--- config.mk ---
export PLATFORM = sky130hd
export DESIGN_NAME = packet_impairment_decider_top_flat
export DESIGN_NICKNAME = d
export VERILOG_FILES = /design/src/rtl/pid_pkg.sv /design/src/rtl/pid_req_if.sv /design/src/rtl/pid_rsp_if.sv /design/src/rtl/packet_impairment_decider_top.sv /design/src/flat_wrapper.sv
export SDC_FILE = /design/constraint.sdc
export NUM_CORES = 2
export LEC_CHECK = 0
export BUFFER_PORTS_ARGS = -buffer_cell sky130_fd_sc_hd__buf_2
export CAP_MARGIN = 20
export CELL_PAD_IN_SITES_DETAIL_PLACEMENT = 0
export CELL_PAD_IN_SITES_GLOBAL_PLACEMENT = 1
export CORE_UTILIZATION = 43
export DETAILED_ROUTE_END_ITERATION = 7
export PLACE_DENSITY = 0.89
export SKIP_CTS_REPAIR_TIMING = 1
export SYNTH_ARGS = -nofsm -noshare
export SYNTH_HDL_FRONTEND = slang
export SYNTH_SLANG_ARGS = --single-unit
--- constraint.sdc ---
create_clock -name clock -period 10.5 [get_ports clock]
set_input_delay 2.1 -clock clock [delete_from_list [all_inputs] [get_ports clock]]
set_output_delay 2.1 -clock clock [all_outputs]
set_load 0.01 [all_outputs]
--- src/rtl/pid_pkg.sv ---
// ----------------------------------------------------------------------------
// pid_pkg
// Shared types, constants and the xorshift step for the packet impairment
// decider.
// ----------------------------------------------------------------------------
package pid_pkg;

   localparam int unsigned LENGTH_W  = 16;
   localparam int unsigned SEQ_W     = 32;
   localparam int unsigned WORD_W    = 32;
   localparam int unsigned BYTES_W   = 48;
   localparam int unsigned DELAY_W   = 24;
   localparam int unsigned STATE_W   = 64;
   localparam int unsigned CSR_ADDR_W = 5;

   localparam logic [STATE_W-1:0] SEED_VALUE   = 64'h1234_5678_9ABC_DEF0;
   localparam logic [WORD_W-1:0]  BUCKET_RESET = 32'd16384;

   localparam int unsigned XS_SHIFT_A = 13;
   localparam int unsigned XS_SHIFT_B = 7;
   localparam int unsigned XS_SHIFT_C = 17;

   // Item kinds on the request channel
   typedef enum logic {
      KIND_PACKET = 1'b0,
      KIND_TICK   = 1'b1
   } item_kind_type;

   // Register index, taken from csr_paddr[4:2]
   typedef enum logic [2:0] {
      REG_LOSS      = 3'd0,
      REG_REORDER   = 3'd1,
      REG_DUPLICATE = 3'd2,
      REG_DELAY     = 3'd3,
      REG_REFILL    = 3'd4,
      REG_BUCKET    = 3'd5
   } cfg_reg_type;

   // One result item
   typedef struct packed {
      logic                drop_flag;
      logic                queue_flag;
      logic                delay_flag;
      logic                reorder_flag;
      logic                duplicate_flag;
      logic [WORD_W-1:0]   tokens_now;
      logic [WORD_W-1:0]   packets_seen;
      logic [BYTES_W-1:0]  bytes_seen;
      logic [WORD_W-1:0]   drops_seen;
      logic [WORD_W-1:0]   delays_seen;
      logic [WORD_W-1:0]   reorders_seen;
      logic [WORD_W-1:0]   duplicates_seen;
   } rsp_type;

   // One xorshift advance of the random state
   function automatic logic [STATE_W-1:0] xs_step(input logic [STATE_W-1:0] x);
      logic [STATE_W-1:0] a;
      logic [STATE_W-1:0] b;
      a = x ^ (x << XS_SHIFT_A);
      b = a ^ (a >> XS_SHIFT_B);
      return b ^ (b << XS_SHIFT_C);
   endfunction

endpackage

--- src/rtl/pid_req_if.sv ---
// ----------------------------------------------------------------------------
// pid_req_if
// Request channel: packet arrivals and time ticks.
// ----------------------------------------------------------------------------
interface pid_req_if;
   logic                          valid;
   logic                          ready;
   logic                          req_type;
   logic [pid_pkg::LENGTH_W-1:0]  packet_length;
   logic [pid_pkg::SEQ_W-1:0]     sequence_number;

   modport source (output valid, output req_type, output packet_length,
                   output sequence_number, input ready);
   modport sink   (input valid, input req_type, input packet_length,
                   input sequence_number, output ready);
endinterface

--- src/rtl/pid_rsp_if.sv ---
// ----------------------------------------------------------------------------
// pid_rsp_if
// Result channel: impairment flags, bucket level and running counters.
// ----------------------------------------------------------------------------
interface pid_rsp_if;
   logic                         valid;
   logic                         ready;
   logic                         drop_flag;
   logic                         queue_flag;
   logic                         delay_flag;
   logic                         reorder_flag;
   logic                         duplicate_flag;
   logic [pid_pkg::WORD_W-1:0]   tokens_now;
   logic [pid_pkg::WORD_W-1:0]   packets_seen;
   logic [pid_pkg::BYTES_W-1:0]  bytes_seen;
   logic [pid_pkg::WORD_W-1:0]   drops_seen;
   logic [pid_pkg::WORD_W-1:0]   delays_seen;
   logic [pid_pkg::WORD_W-1:0]   reorders_seen;
   logic [pid_pkg::WORD_W-1:0]   duplicates_seen;

   modport source (output valid, output drop_flag, output queue_flag,
                   output delay_flag, output reorder_flag, output duplicate_flag,
                   output tokens_now, output packets_seen, output bytes_seen,
                   output drops_seen, output delays_seen, output reorders_seen,
                   output duplicates_seen, input ready);
   modport sink   (input valid, input drop_flag, input queue_flag,
                   input delay_flag, input reorder_flag, input duplicate_flag,
                   input tokens_now, input packets_seen, input bytes_seen,
                   input drops_seen, input delays_seen, input reorders_seen,
                   input duplicates_seen, output ready);
endinterface

--- src/rtl/packet_impairment_decider_top.sv ---
// ----------------------------------------------------------------------------
// packet_impairment_decider_top
// Per-packet loss, rate-limit, delay, reorder and duplicate decisions.
// ----------------------------------------------------------------------------
// Every request item yields exactly one result item. The block takes one item
// per clock cycle while the result channel is not stalled: the item lands in
// an input register, and a single pass of logic (the 64-bit add of the
// sequence number into the random state, up to three chained xorshift steps
// with their threshold compares, the token bucket compare and the counter
// increments) updates the state and loads the result register. That state
// update loop sets the rate of one item per cycle. A stalled result holds in
// its register while the input register still takes the next item. Registers
// sit on a 32-bit APB-style port at byte address 4*i (loss, reorder,
// duplicate, delay, refill, bucket size); writing the bucket size also fills
// the bucket. Write registers only while the block is idle.
// ----------------------------------------------------------------------------
module packet_impairment_decider_top (
   input  logic                               clock,
   input  logic                               reset,
   pid_req_if.sink                            req_chan,
   pid_rsp_if.source                          rsp_chan,
   input  logic                               csr_psel,
   input  logic                               csr_penable,
   input  logic                               csr_pwrite,
   input  logic [pid_pkg::CSR_ADDR_W-1:0]     csr_paddr,
   input  logic [pid_pkg::WORD_W-1:0]         csr_pwdata,
   output logic [pid_pkg::WORD_W-1:0]         csr_prdata,
   output logic                               csr_pready
);

   // ---------------------------------------------------------------- registers
   logic [pid_pkg::WORD_W-1:0]   loss_thr_ff;
   logic [pid_pkg::WORD_W-1:0]   reorder_thr_ff;
   logic [pid_pkg::WORD_W-1:0]   dup_thr_ff;
   logic [pid_pkg::DELAY_W-1:0]  delay_us_ff;
   logic [pid_pkg::WORD_W-1:0]   refill_ff;
   logic [pid_pkg::WORD_W-1:0]   bucket_ff;

   pid_pkg::cfg_reg_type         csr_idx;
   logic                         csr_wr;

   // -------------------------------------------------------------- state
   logic [pid_pkg::STATE_W-1:0]  rand_ff,    rand_in;
   logic [pid_pkg::WORD_W-1:0]   token_ff,   token_in;
   logic [pid_pkg::WORD_W-1:0]   pkt_cnt_ff, pkt_cnt_in;
   logic [pid_pkg::BYTES_W-1:0]  byte_cnt_ff, byte_cnt_in;
   logic [pid_pkg::WORD_W-1:0]   drop_cnt_ff, drop_cnt_in;
   logic [pid_pkg::WORD_W-1:0]   delay_cnt_ff, delay_cnt_in;
   logic [pid_pkg::WORD_W-1:0]   reord_cnt_ff, reord_cnt_in;
   logic [pid_pkg::WORD_W-1:0]   dup_cnt_ff, dup_cnt_in;

   // ------------------------------------------------------------ pipeline
   logic                         s1_valid_ff;
   logic                         s1_type_ff;
   logic [pid_pkg::LENGTH_W-1:0] s1_len_ff;
   logic [pid_pkg::SEQ_W-1:0]    s1_seq_ff;

   logic                         rsp_valid_ff;
   pid_pkg::rsp_type             rsp_ff, rsp_in;

   logic                         out_free;
   logic                         s1_go;
   logic                         req_hs;

   // Working values of the single pass
   logic [pid_pkg::STATE_W-1:0]  mix;
   logic [pid_pkg::STATE_W-1:0]  draw1, draw2, draw3;
   logic [pid_pkg::WORD_W:0]     refill_sum;
   logic [pid_pkg::WORD_W-1:0]   len_ext;
   logic                         drop, queue, delay, reord, dup;

   // ------------------------------------------------------------ handshakes
   // The result register frees when empty or when its item is being taken;
   // the input register advances when it is empty or the result register can load.
   assign out_free       = !rsp_valid_ff || rsp_chan.ready;
   assign s1_go          = s1_valid_ff && out_free;
   assign req_chan.ready = !s1_valid_ff || out_free;
   assign req_hs         = req_chan.valid && req_chan.ready;

   always_ff @(posedge clock) begin
      if (reset) begin
         s1_valid_ff <= 1'b0;
      end else if (req_chan.ready) begin
         s1_valid_ff <= req_chan.valid;
      end
   end

   // Payload of the input register needs no reset
   always_ff @(posedge clock) begin
      if (req_hs) begin
         s1_type_ff <= req_chan.req_type;
         s1_len_ff  <= req_chan.packet_length;
         s1_seq_ff  <= req_chan.sequence_number;
      end
   end

   // ------------------------------------------------------------ config port
   assign csr_idx    = pid_pkg::cfg_reg_type'(csr_paddr[4:2]);
   assign csr_wr     = csr_psel && csr_penable && csr_pwrite && csr_pready;
   assign csr_pready = 1'b1;

   always_ff @(posedge clock) begin
      if (reset) begin
         loss_thr_ff    <= '0;
         reorder_thr_ff <= '0;
         dup_thr_ff     <= '0;
         delay_us_ff    <= '0;
         refill_ff      <= '0;
         bucket_ff      <= pid_pkg::BUCKET_RESET;
      end else if (csr_wr) begin
         case (csr_idx)
            pid_pkg::REG_LOSS:      loss_thr_ff    <= csr_pwdata;
            pid_pkg::REG_REORDER:   reorder_thr_ff <= csr_pwdata;
            pid_pkg::REG_DUPLICATE: dup_thr_ff     <= csr_pwdata;
            pid_pkg::REG_DELAY:     delay_us_ff    <= csr_pwdata[pid_pkg::DELAY_W-1:0];
            pid_pkg::REG_REFILL:    refill_ff      <= csr_pwdata;
            pid_pkg::REG_BUCKET:    bucket_ff      <= csr_pwdata;
            default: begin
               // unmapped index: drop the write
            end
         endcase
      end
   end

   always_comb begin
      case (csr_idx)
         pid_pkg::REG_LOSS:      csr_prdata = loss_thr_ff;
         pid_pkg::REG_REORDER:   csr_prdata = reorder_thr_ff;
         pid_pkg::REG_DUPLICATE: csr_prdata = dup_thr_ff;
         pid_pkg::REG_DELAY:     csr_prdata = {{(pid_pkg::WORD_W - pid_pkg::DELAY_W){1'b0}},
                                               delay_us_ff};
         pid_pkg::REG_REFILL:    csr_prdata = refill_ff;
         pid_pkg::REG_BUCKET:    csr_prdata = bucket_ff;
         default:                csr_prdata = '0;
      endcase
   end

   // ------------------------------------------------------------ single pass
   always_comb begin
      // Hold everything unless the item says otherwise
      rand_in      = rand_ff;
      token_in     = token_ff;
      pkt_cnt_in   = pkt_cnt_ff;
      byte_cnt_in  = byte_cnt_ff;
      drop_cnt_in  = drop_cnt_ff;
      delay_cnt_in = delay_cnt_ff;
      reord_cnt_in = reord_cnt_ff;
      dup_cnt_in   = dup_cnt_ff;
      drop         = 1'b0;
      queue        = 1'b0;
      delay        = 1'b0;
      reord        = 1'b0;
      dup          = 1'b0;

      len_ext    = {{(pid_pkg::WORD_W - pid_pkg::LENGTH_W){1'b0}}, s1_len_ff};
      refill_sum = {1'b0, token_ff} + {1'b0, refill_ff};

      // Draw chain: each stage advances the state only when enabled
      mix   = rand_ff + {{(pid_pkg::STATE_W - pid_pkg::SEQ_W){1'b0}}, s1_seq_ff};
      draw1 = (loss_thr_ff != '0) ? pid_pkg::xs_step(mix) : mix;
      draw2 = (reorder_thr_ff != '0) ? pid_pkg::xs_step(draw1) : draw1;
      draw3 = (dup_thr_ff != '0) ? pid_pkg::xs_step(draw2) : draw2;

      if (s1_type_ff == pid_pkg::KIND_TICK) begin
         // Refill, saturating at capacity
         if (refill_sum > {1'b0, bucket_ff}) begin
            token_in = bucket_ff;
         end else begin
            token_in = refill_sum[pid_pkg::WORD_W-1:0];
         end
      end else if (s1_len_ff != '0) begin
         pkt_cnt_in  = pkt_cnt_ff + 32'd1;
         byte_cnt_in = byte_cnt_ff + {{(pid_pkg::BYTES_W - pid_pkg::LENGTH_W){1'b0}},
                                      s1_len_ff};
         drop = (loss_thr_ff != '0) && (draw1[63:32] < loss_thr_ff);
         if (drop) begin
            // A dropped packet stops after the loss draw
            rand_in     = draw1;
            drop_cnt_in = drop_cnt_ff + 32'd1;
         end else begin
            rand_in = draw3;
            if (refill_ff != '0) begin
               if (token_ff >= len_ext) begin
                  token_in = token_ff - len_ext;
               end else begin
                  queue = 1'b1;
               end
            end
            delay = (delay_us_ff != '0);
            reord = (reorder_thr_ff != '0) && (draw2[63:32] < reorder_thr_ff);
            dup   = (dup_thr_ff != '0) && (draw3[63:32] < dup_thr_ff);
            if (delay) begin
               delay_cnt_in = delay_cnt_ff + 32'd1;
            end
            if (reord) begin
               reord_cnt_in = reord_cnt_ff + 32'd1;
            end
            if (dup) begin
               dup_cnt_in = dup_cnt_ff + 32'd1;
            end
         end
      end

      rsp_in.drop_flag       = drop;
      rsp_in.queue_flag      = queue;
      rsp_in.delay_flag      = delay;
      rsp_in.reorder_flag    = reord;
      rsp_in.duplicate_flag  = dup;
      rsp_in.tokens_now      = token_in;
      rsp_in.packets_seen    = pkt_cnt_in;
      rsp_in.bytes_seen      = byte_cnt_in;
      rsp_in.drops_seen      = drop_cnt_in;
      rsp_in.delays_seen     = delay_cnt_in;
      rsp_in.reorders_seen   = reord_cnt_in;
      rsp_in.duplicates_seen = dup_cnt_in;
   end

   // ------------------------------------------------------------ state update
   always_ff @(posedge clock) begin
      if (reset) begin
         rand_ff      <= pid_pkg::SEED_VALUE;
         token_ff     <= pid_pkg::BUCKET_RESET;
         pkt_cnt_ff   <= '0;
         byte_cnt_ff  <= '0;
         drop_cnt_ff  <= '0;
         delay_cnt_ff <= '0;
         reord_cnt_ff <= '0;
         dup_cnt_ff   <= '0;
      end else begin
         if (csr_wr && (csr_idx == pid_pkg::REG_BUCKET)) begin
            // Writing the capacity fills the bucket
            token_ff <= csr_pwdata;
         end else if (s1_go) begin
            token_ff <= token_in;
         end
         if (s1_go) begin
            rand_ff      <= rand_in;
            pkt_cnt_ff   <= pkt_cnt_in;
            byte_cnt_ff  <= byte_cnt_in;
            drop_cnt_ff  <= drop_cnt_in;
            delay_cnt_ff <= delay_cnt_in;
            reord_cnt_ff <= reord_cnt_in;
            dup_cnt_ff   <= dup_cnt_in;
         end
      end
   end

   // ------------------------------------------------------------ result register
   always_ff @(posedge clock) begin
      if (reset) begin
         rsp_valid_ff <= 1'b0;
      end else if (out_free) begin
         rsp_valid_ff <= s1_valid_ff;
      end
   end

   always_ff @(posedge clock) begin
      if (s1_go) begin
         rsp_ff <= rsp_in;
      end
   end

   assign rsp_chan.valid           = rsp_valid_ff;
   assign rsp_chan.drop_flag       = rsp_ff.drop_flag;
   assign rsp_chan.queue_flag      = rsp_ff.queue_flag;
   assign rsp_chan.delay_flag      = rsp_ff.delay_flag;
   assign rsp_chan.reorder_flag    = rsp_ff.reorder_flag;
   assign rsp_chan.duplicate_flag  = rsp_ff.duplicate_flag;
   assign rsp_chan.tokens_now      = rsp_ff.tokens_now;
   assign rsp_chan.packets_seen    = rsp_ff.packets_seen;
   assign rsp_chan.bytes_seen      = rsp_ff.bytes_seen;
   assign rsp_chan.drops_seen      = rsp_ff.drops_seen;
   assign rsp_chan.delays_seen     = rsp_ff.delays_seen;
   assign rsp_chan.reorders_seen   = rsp_ff.reorders_seen;
   assign rsp_chan.duplicates_seen = rsp_ff.duplicates_seen;

endmodule

--- src/flat_wrapper.sv ---
// flat-port wrapper written by rule: the top's interface ports become plain ports
module packet_impairment_decider_top_flat 
  (clock, reset, csr_psel, csr_penable, csr_pwrite, csr_paddr, csr_pwdata, csr_prdata, csr_pready, req_chan_valid, req_chan_req_type, req_chan_packet_length, req_chan_sequence_number, req_chan_ready, rsp_chan_valid, rsp_chan_drop_flag, rsp_chan_queue_flag, rsp_chan_delay_flag, rsp_chan_reorder_flag, rsp_chan_duplicate_flag, rsp_chan_tokens_now, rsp_chan_packets_seen, rsp_chan_bytes_seen, rsp_chan_drops_seen, rsp_chan_delays_seen, rsp_chan_reorders_seen, rsp_chan_duplicates_seen, rsp_chan_ready);
  pid_req_if req_chan_i ();
  pid_rsp_if rsp_chan_i ();
  input  logic clock;
  input  logic reset;
  input  logic csr_psel;
  input  logic csr_penable;
  input  logic csr_pwrite;
  input  logic [pid_pkg::CSR_ADDR_W-1:0] csr_paddr;
  input  logic [pid_pkg::WORD_W-1:0] csr_pwdata;
  output logic [pid_pkg::WORD_W-1:0] csr_prdata;
  output logic csr_pready;
  input wire logic [$bits(req_chan_i.valid)-1:0] req_chan_valid;
  input wire logic [$bits(req_chan_i.req_type)-1:0] req_chan_req_type;
  input wire logic [$bits(req_chan_i.packet_length)-1:0] req_chan_packet_length;
  input wire logic [$bits(req_chan_i.sequence_number)-1:0] req_chan_sequence_number;
  output wire logic [$bits(req_chan_i.ready)-1:0] req_chan_ready;
  output wire logic [$bits(rsp_chan_i.valid)-1:0] rsp_chan_valid;
  output wire logic [$bits(rsp_chan_i.drop_flag)-1:0] rsp_chan_drop_flag;
  output wire logic [$bits(rsp_chan_i.queue_flag)-1:0] rsp_chan_queue_flag;
  output wire logic [$bits(rsp_chan_i.delay_flag)-1:0] rsp_chan_delay_flag;
  output wire logic [$bits(rsp_chan_i.reorder_flag)-1:0] rsp_chan_reorder_flag;
  output wire logic [$bits(rsp_chan_i.duplicate_flag)-1:0] rsp_chan_duplicate_flag;
  output wire logic [$bits(rsp_chan_i.tokens_now)-1:0] rsp_chan_tokens_now;
  output wire logic [$bits(rsp_chan_i.packets_seen)-1:0] rsp_chan_packets_seen;
  output wire logic [$bits(rsp_chan_i.bytes_seen)-1:0] rsp_chan_bytes_seen;
  output wire logic [$bits(rsp_chan_i.drops_seen)-1:0] rsp_chan_drops_seen;
  output wire logic [$bits(rsp_chan_i.delays_seen)-1:0] rsp_chan_delays_seen;
  output wire logic [$bits(rsp_chan_i.reorders_seen)-1:0] rsp_chan_reorders_seen;
  output wire logic [$bits(rsp_chan_i.duplicates_seen)-1:0] rsp_chan_duplicates_seen;
  input wire logic [$bits(rsp_chan_i.ready)-1:0] rsp_chan_ready;
  assign req_chan_i.valid = req_chan_valid;
  assign req_chan_i.req_type = req_chan_req_type;
  assign req_chan_i.packet_length = req_chan_packet_length;
  assign req_chan_i.sequence_number = req_chan_sequence_number;
  assign req_chan_ready = req_chan_i.ready;
  assign rsp_chan_valid = rsp_chan_i.valid;
  assign rsp_chan_drop_flag = rsp_chan_i.drop_flag;
  assign rsp_chan_queue_flag = rsp_chan_i.queue_flag;
  assign rsp_chan_delay_flag = rsp_chan_i.delay_flag;
  assign rsp_chan_reorder_flag = rsp_chan_i.reorder_flag;
  assign rsp_chan_duplicate_flag = rsp_chan_i.duplicate_flag;
  assign rsp_chan_tokens_now = rsp_chan_i.tokens_now;
  assign rsp_chan_packets_seen = rsp_chan_i.packets_seen;
  assign rsp_chan_bytes_seen = rsp_chan_i.bytes_seen;
  assign rsp_chan_drops_seen = rsp_chan_i.drops_seen;
  assign rsp_chan_delays_seen = rsp_chan_i.delays_seen;
  assign rsp_chan_reorders_seen = rsp_chan_i.reorders_seen;
  assign rsp_chan_duplicates_seen = rsp_chan_i.duplicates_seen;
  assign rsp_chan_i.ready = rsp_chan_ready;
  packet_impairment_decider_top u_core (.clock(clock), .reset(reset), .req_chan(req_chan_i), .rsp_chan(rsp_chan_i), .csr_psel(csr_psel), .csr_penable(csr_penable), .csr_pwrite(csr_pwrite), .csr_paddr(csr_paddr), .csr_pwdata(csr_pwdata), .csr_prdata(csr_prdata), .csr_pready(csr_pready));
endmodule
# == Word level (Yosys, flattened, before mapping) ==
# Index checks and enable logic that the tools add are counted.
# totals
in_bits,93
output_inout_bits,280
reg_bits,784
# op_classes
magnitude_cmp,5
bitwise,12
n_reduce_logical,30
n_mux,33
eq_ne,5
n_addsub,9
# op_table
op,n
$mux W32,25
$xor A64 B64 Y64,6
$mux W64,4
$pmux W32 S6,1
$xor A64 B57 Y64,3
$add A32 B1 Y32 const B,5
$reduce_bool A32 Y1,4
$lt A32 B32 Y1,3
$mux W48,2
$add A64 B32 Y64,1
$add A48 B16 Y48,1
$add A32 B32 Y33,1
$gt A33 B32 Y1,1
$ge A32 B16 Y1,1
$sub A32 B16 Y32,1
$reduce_bool A24 Y1,1
$reduce_bool A16 Y1,1
$reduce_and A2 Y1,6
$logic_and A1 B1 Y1,8
$eq A3 B2 Y1 const B,2
$eq A3 B3 Y1 const B,2
$reduce_or A4 Y1,1
$eq A3 B1 Y1 const B,1
$logic_not A3 Y1,1
8 further kinds,12

# == Logic depth before layout (Yosys ltp) ==
# depth
word_depth,19
ltp_mapped,41
mapped_depth_nobuf,38

# == Least setup slack after synthesis ==
# No wires, ideal clock.
# synth_timing
kind,input to register
from,in rsp_chan_ready
to,"reg u_core.rsp_ff, in the netlist u_core.rsp_chan.bytes_seen[0], enable pin"
slack_ns,-0.174
t_arrival_ns,9.969
setup_time_ns,0.705
path_buffers,4
cell_stages,7
path_cell_list,nor2b_1 -> nand2b_1 -> clkbuf_1 -> inv_1 -> clkbuf_1 -> buf_1 -> clkbuf_1
# synth_via
elab_chain_cells,2
# synth_rtl
item,line_no,text
start: declaration,flat_wrapper.sv:33,input wire logic [$bits(rsp_chan_i.ready)-1:0] rsp_chan_ready;
$logic_or A1 B1 Y1,packet_impairment_decider_top.sv:75,assign out_free = !rsp_valid_ff || rsp_chan.ready;
$logic_and A1 B1 Y1,packet_impairment_decider_top.sv:76,assign s1_go = s1_valid_ff && out_free;
via u_core.s1_go,packet_impairment_decider_top.sv:62,logic s1_go;
end signal: assignment,packet_impairment_decider_top.sv:259,rsp_ff <= rsp_in;
end: declaration,packet_impairment_decider_top.sv:59,"pid_pkg::rsp_type rsp_ff, rsp_in;"
# The timed path passes the listed nets, and every way through them passes these cells.
# A chain may end at the register's enable or synchronous reset.

# == Worst setup path in the final report ==
# layout_timing
from,reg u_core.s1_seq_ff[8] (netlist name)
to,reg u_core.dup_cnt_ff[5] (netlist name)
# layout_via
elab_chain_cells,19
# layout_rtl
item,line_no,text
start: declaration,packet_impairment_decider_top.sv:56,logic [pid_pkg::SEQ_W-1:0] s1_seq_ff;
start signal: assignment,packet_impairment_decider_top.sv:93,s1_seq_ff <= req_chan.sequence_number;
$add A64 B32 Y64 *,packet_impairment_decider_top.sv:159,"mix = rand_ff + {{(pid_pkg::STATE_W - pid_pkg::SEQ_W){1'b0}}, s1_seq_ff};"
$xor A64 B64 Y64,pid_pkg.sv:59,a = x ^ (x << XS_SHIFT_A);
$xor A64 B57 Y64,pid_pkg.sv:60,b = a ^ (a >> XS_SHIFT_B);
$xor A64 B64 Y64,pid_pkg.sv:61,return b ^ (b << XS_SHIFT_C);
$mux W64 *,packet_impairment_decider_top.sv:160,draw1 = (loss_thr_ff != '0) ? pid_pkg::xs_step(mix) : mix;
$xor A64 B64 Y64,pid_pkg.sv:59,
$xor A64 B57 Y64,pid_pkg.sv:60,
$xor A64 B64 Y64,pid_pkg.sv:61,
(+3 left out),--,
$xor A64 B64 Y64,pid_pkg.sv:61,
$mux W64,packet_impairment_decider_top.sv:162,draw3 = (dup_thr_ff != '0) ? pid_pkg::xs_step(draw2) : draw2;
$lt A32 B32 Y1,packet_impairment_decider_top.sv:191,dup = (dup_thr_ff != '0) && (draw3[63:32] < dup_thr_ff);
$logic_and A1 B1 Y1,packet_impairment_decider_top.sv:191,
$mux W32,packet_impairment_decider_top.sv:198,if (dup) begin
$mux W32 *,packet_impairment_decider_top.sv:176,if (drop) begin
$mux W32 *,packet_impairment_decider_top.sv:171,end else if (s1_len_ff != '0) begin
$mux W32 *,packet_impairment_decider_top.sv:164,if (s1_type_ff == pid_pkg::KIND_TICK) begin
end signal: assignment,packet_impairment_decider_top.sv:243,dup_cnt_ff <= dup_cnt_in;
end: declaration,packet_impairment_decider_top.sv:50,"logic [pid_pkg::WORD_W-1:0] dup_cnt_ff, dup_cnt_in;"
# Every way passes the cells marked *; elsewhere a longest branch is shown, timed or not.

==> flow_summary.yaml <==
finish:
  synthToLayoutAreaGrowth_pct: 13.53
  fin_nets: 6673
  layout-drive-gt1-share: 0.1248
  utilization: 0.4941
  largest_reg_flops: 64
  largest-register: "u_core.rand_ff"
  fillers: 11450
worst_setup_path:
  max_stage_delay_ns: 0.66
  rrSetupSlack_ns: 0.48
  crit_fanout: 15
  r2r_start: "u_core.s1_seq_ff[8]$_DFFE_PP_"
  reg2reg_to: "u_core.dup_cnt_ff[5]$_SDFFE_PP0P_"
  crit_path_start_kind: "flip-flop"
  cp.arrival_ns: 10.60
  crit_required_ns: 11.08
  reg2regPathDepth: 31
  path_depth: 31
  path_delay_family: "simple AND/OR/NAND/NOR gates"
  cp-endpoint: "u_core.dup_cnt_ff[5]$_SDFFE_PP0P_"
  crit_buf_inv: 3
  end_kind: "flip-flop"
  cpMostUsedCell: "xnor3_1"
  crit_path_top_delay_cell: "xor3_1"
  crit_start: "u_core.s1_seq_ff[8]$_DFFE_PP_"
  worstSetupPathType: "flip-flop to flip-flop"
synthesis:
  ys_seq_area_frac: 0.3500
  synth_edf_count: 294
  netlist_area_um2: 53250
  synth_seq_cells: 784
  yosys.area_share.xor_xnor: 0.2134
  synth_top_family_by_area: "XOR/XNOR gates"
  synth_nets: 6348
  async_flop_share: 0
  synth_compound_area_frac: 0.1330
  ys.flop_type: "dfxtp_1"
  synthAdderAreaFrac: 0.05317
  yosysUniqueCellTypes: 111
  synthMuxAreaShare: 0.02234
  syn_inst: 6032
  synthSimpleGateAreaFrac: 0.1887
  synth_warnings: 0
  avgSynthCellArea_um2: 8.828
detailed_routing:
  wl_per_cell_um: 22.45
  via_per_inst: 5.761
  drtPass1Iterations: 6
  drc: 0
  ant_nets: 0
  wl_um: 181000
  via_count: 46440
  drtIter0Drc: 5330
floorplanning:
  die_x_um: 353.9
  std_cell_rows: 128
  start_util: 0.4352
  die_y_um: 353.9
  core-area_um2: 122400
  num_io_pins: 373
  design.die.area_um2: 125300
sta:
  fin_tns_setup_ns: 0
  final.min_clock_period_ns: 10.02
  setup_viol: 0
  drv_slew: 0
  rsz0062_at_grt: "no"
  tightestPinTransition_ns: 1.181
  slew_headroom: 0.2097
  max_freq_mhz: 99.76
  fin_crit_sh: 0.9547
  holdWs_ns: 0.4619
  fin_skew_ns: 0.04118
  setup_slack_ns: 0.4756
  hold_viol: 0
clocking:
  clock_latency_ns: 0.72
  clk_path_buf_depth: 3
  cts_root_buf: "clkbuf_16"
  cts_tree: "built"
  clock_sinks: 784
  cts-buffers-inserted: 85
  htreeDepth: 3
  clk_pin_slew_worst_paths_ns: 0.06
place:
  dp_hpwl_um: 136800
  pre_cts_slack_ns: 0.3956
  finalWeightedCongestion: 1.004
  port-buffer-count: 369
flow_run:
  drv_cap: 0
global_routing:
  grt_overflow: 0
  grt_usage: 0.2781
  grt_max_degree: 215
  grt_pass1_vias: 42620
  antenna_found_initial: 15
  grt_pass1_wl_um: 266100
min_path:
  min_path_type: "flip-flop to flip-flop"
power:
  max-vdd-ir-drop_uv: 536.3
  cellLeakagePower_nw: 23.62
  powerDensity_nw_per_um2: 429.2
run_status:
  status: "completed"
## power by group
part	switching, W	total (W)	internal, W
sequential	0.000141	0.00344	0.00330
combinational	0.0104	0.0194	0.00898
clock	0.00132	0.00313	0.00181
total	0.0119	0.0259	0.0141
## placed cells by master, fill, tap and decap left out, types with 71 or more instances in the layout
| cell | n |
|---|---|
| nand3_1 | 161 |
| edfxtp_1 | 294 |
| nand4_1 | 86 |
| mux2i_1 | 93 |
| nand2_1 | 889 |
| clkbuf_16 | 88 |
| a21oi_1 | 473 |
| dfxtp_1 | 490 |
| nor4_1 | 71 |
| a22oi_1 | 77 |
| and3_1 | 100 |
| xnor3_1 | 129 |
| o21ai_0 | 210 |
| nor3_1 | 86 |
| xnor2_1 | 570 |
| buf_2 | 368 |
| ha_1 | 219 |
| inv_1 | 241 |
| buf_4 | 159 |
| xor2_1 | 309 |
| nor2_1 | 491 |
## cell families after synthesis
group / after synthesis
AOI/OAI and AO/OA: 1132
buffers and inverters: 544
DFF: 784
xor gates and xnor gates: 1050
other: 1
adders and majority gates: 224
and+or+nand+nor: 2183
muxes: 114
## tightest hold or removal path: cells and delay by family (launching register included)
kind            cells  cell delay [ns]
simple gates        1             0.05
compound gates      1             0.05
flops               1             0.31
## layer usage
layer  global-route usage  routed length (um)  vias to the layer above
li1                     -                   -                    21660
met1               0.3761               74810                    22190
met2               0.4335               80480                     2199
met3              0.05340               17970                      383
met4               0.1165                7690                        6
met5                    0                  38                        -
## synthesized netlist by cell type (65+ instances only)
cell type	number	area share
o21ai_0	211	0.020
dfxtp_1	490	0.18
inv_1	242	0.017
nor3_1	91	0.0086
clkbuf_1	245	0.017
a21oi_1	474	0.045
ha_1	219	0.051
a22oi_1	77	0.011
xnor3_1	129	0.055
xnor2_1	580	0.095
nand4_1	86	0.010
nor2_1	496	0.035
and3_1	101	0.012
nand3_1	161	0.015
edfxtp_1	294	0.17
nand2_1	892	0.063
nor4_1	71	0.0083
xor2_1	310	0.051
mux2i_1	93	0.017
or3_1	65	0.0076
## stage by stage
step | power, W | instances | instance area, um^2
floorplan | 0.01700 | 6032 | 53250
global placement | 0.02208 | 7891 | 57360
detailed placement | 0.02221 | 7893 | 57400
CTS | 0.02547 | 8051 | 60300
global route | 0.02720 | 8056 | 60450
finish | 0.02595 | 8060 | 60460
## worst min-delay path by stage
stage                     cells after the start                               to                            start
after floorplan                               2   u_core.rand_ff[0]$_SDFFE_PP0P_   u_core.rand_ff[0]$_SDFFE_PP0P_
after global placement                        2  u_core.rand_ff[22]$_SDFFE_PP0P_  u_core.rand_ff[22]$_SDFFE_PP0P_
after detailed placement                      2  u_core.rand_ff[22]$_SDFFE_PP0P_  u_core.rand_ff[22]$_SDFFE_PP0P_
after CTS                                     2  u_core.rand_ff[22]$_SDFFE_PP0P_  u_core.rand_ff[22]$_SDFFE_PP0P_
after global routing                          2  u_core.rand_ff[26]$_SDFFE_PP0P_  u_core.rand_ff[26]$_SDFFE_PP0P_
final                                         2  u_core.rand_ff[26]$_SDFFE_PP0P_  u_core.rand_ff[26]$_SDFFE_PP0P_
## area by class of cell
class                   instances  area (um^2)  area share
clock inverters                32        439.2    0.007264
well taps                    1625         2033     0.03363
repair buffers                536         3194     0.05284
diodes                          7        17.52   0.0002897
inverters                     246        930.9     0.01540
clock buffers                 126         2455     0.04061
multi-input cells            4704        32750      0.5417
flip-flops and latches        784        18640      0.3083
Power figures use the tool's default switching activity.
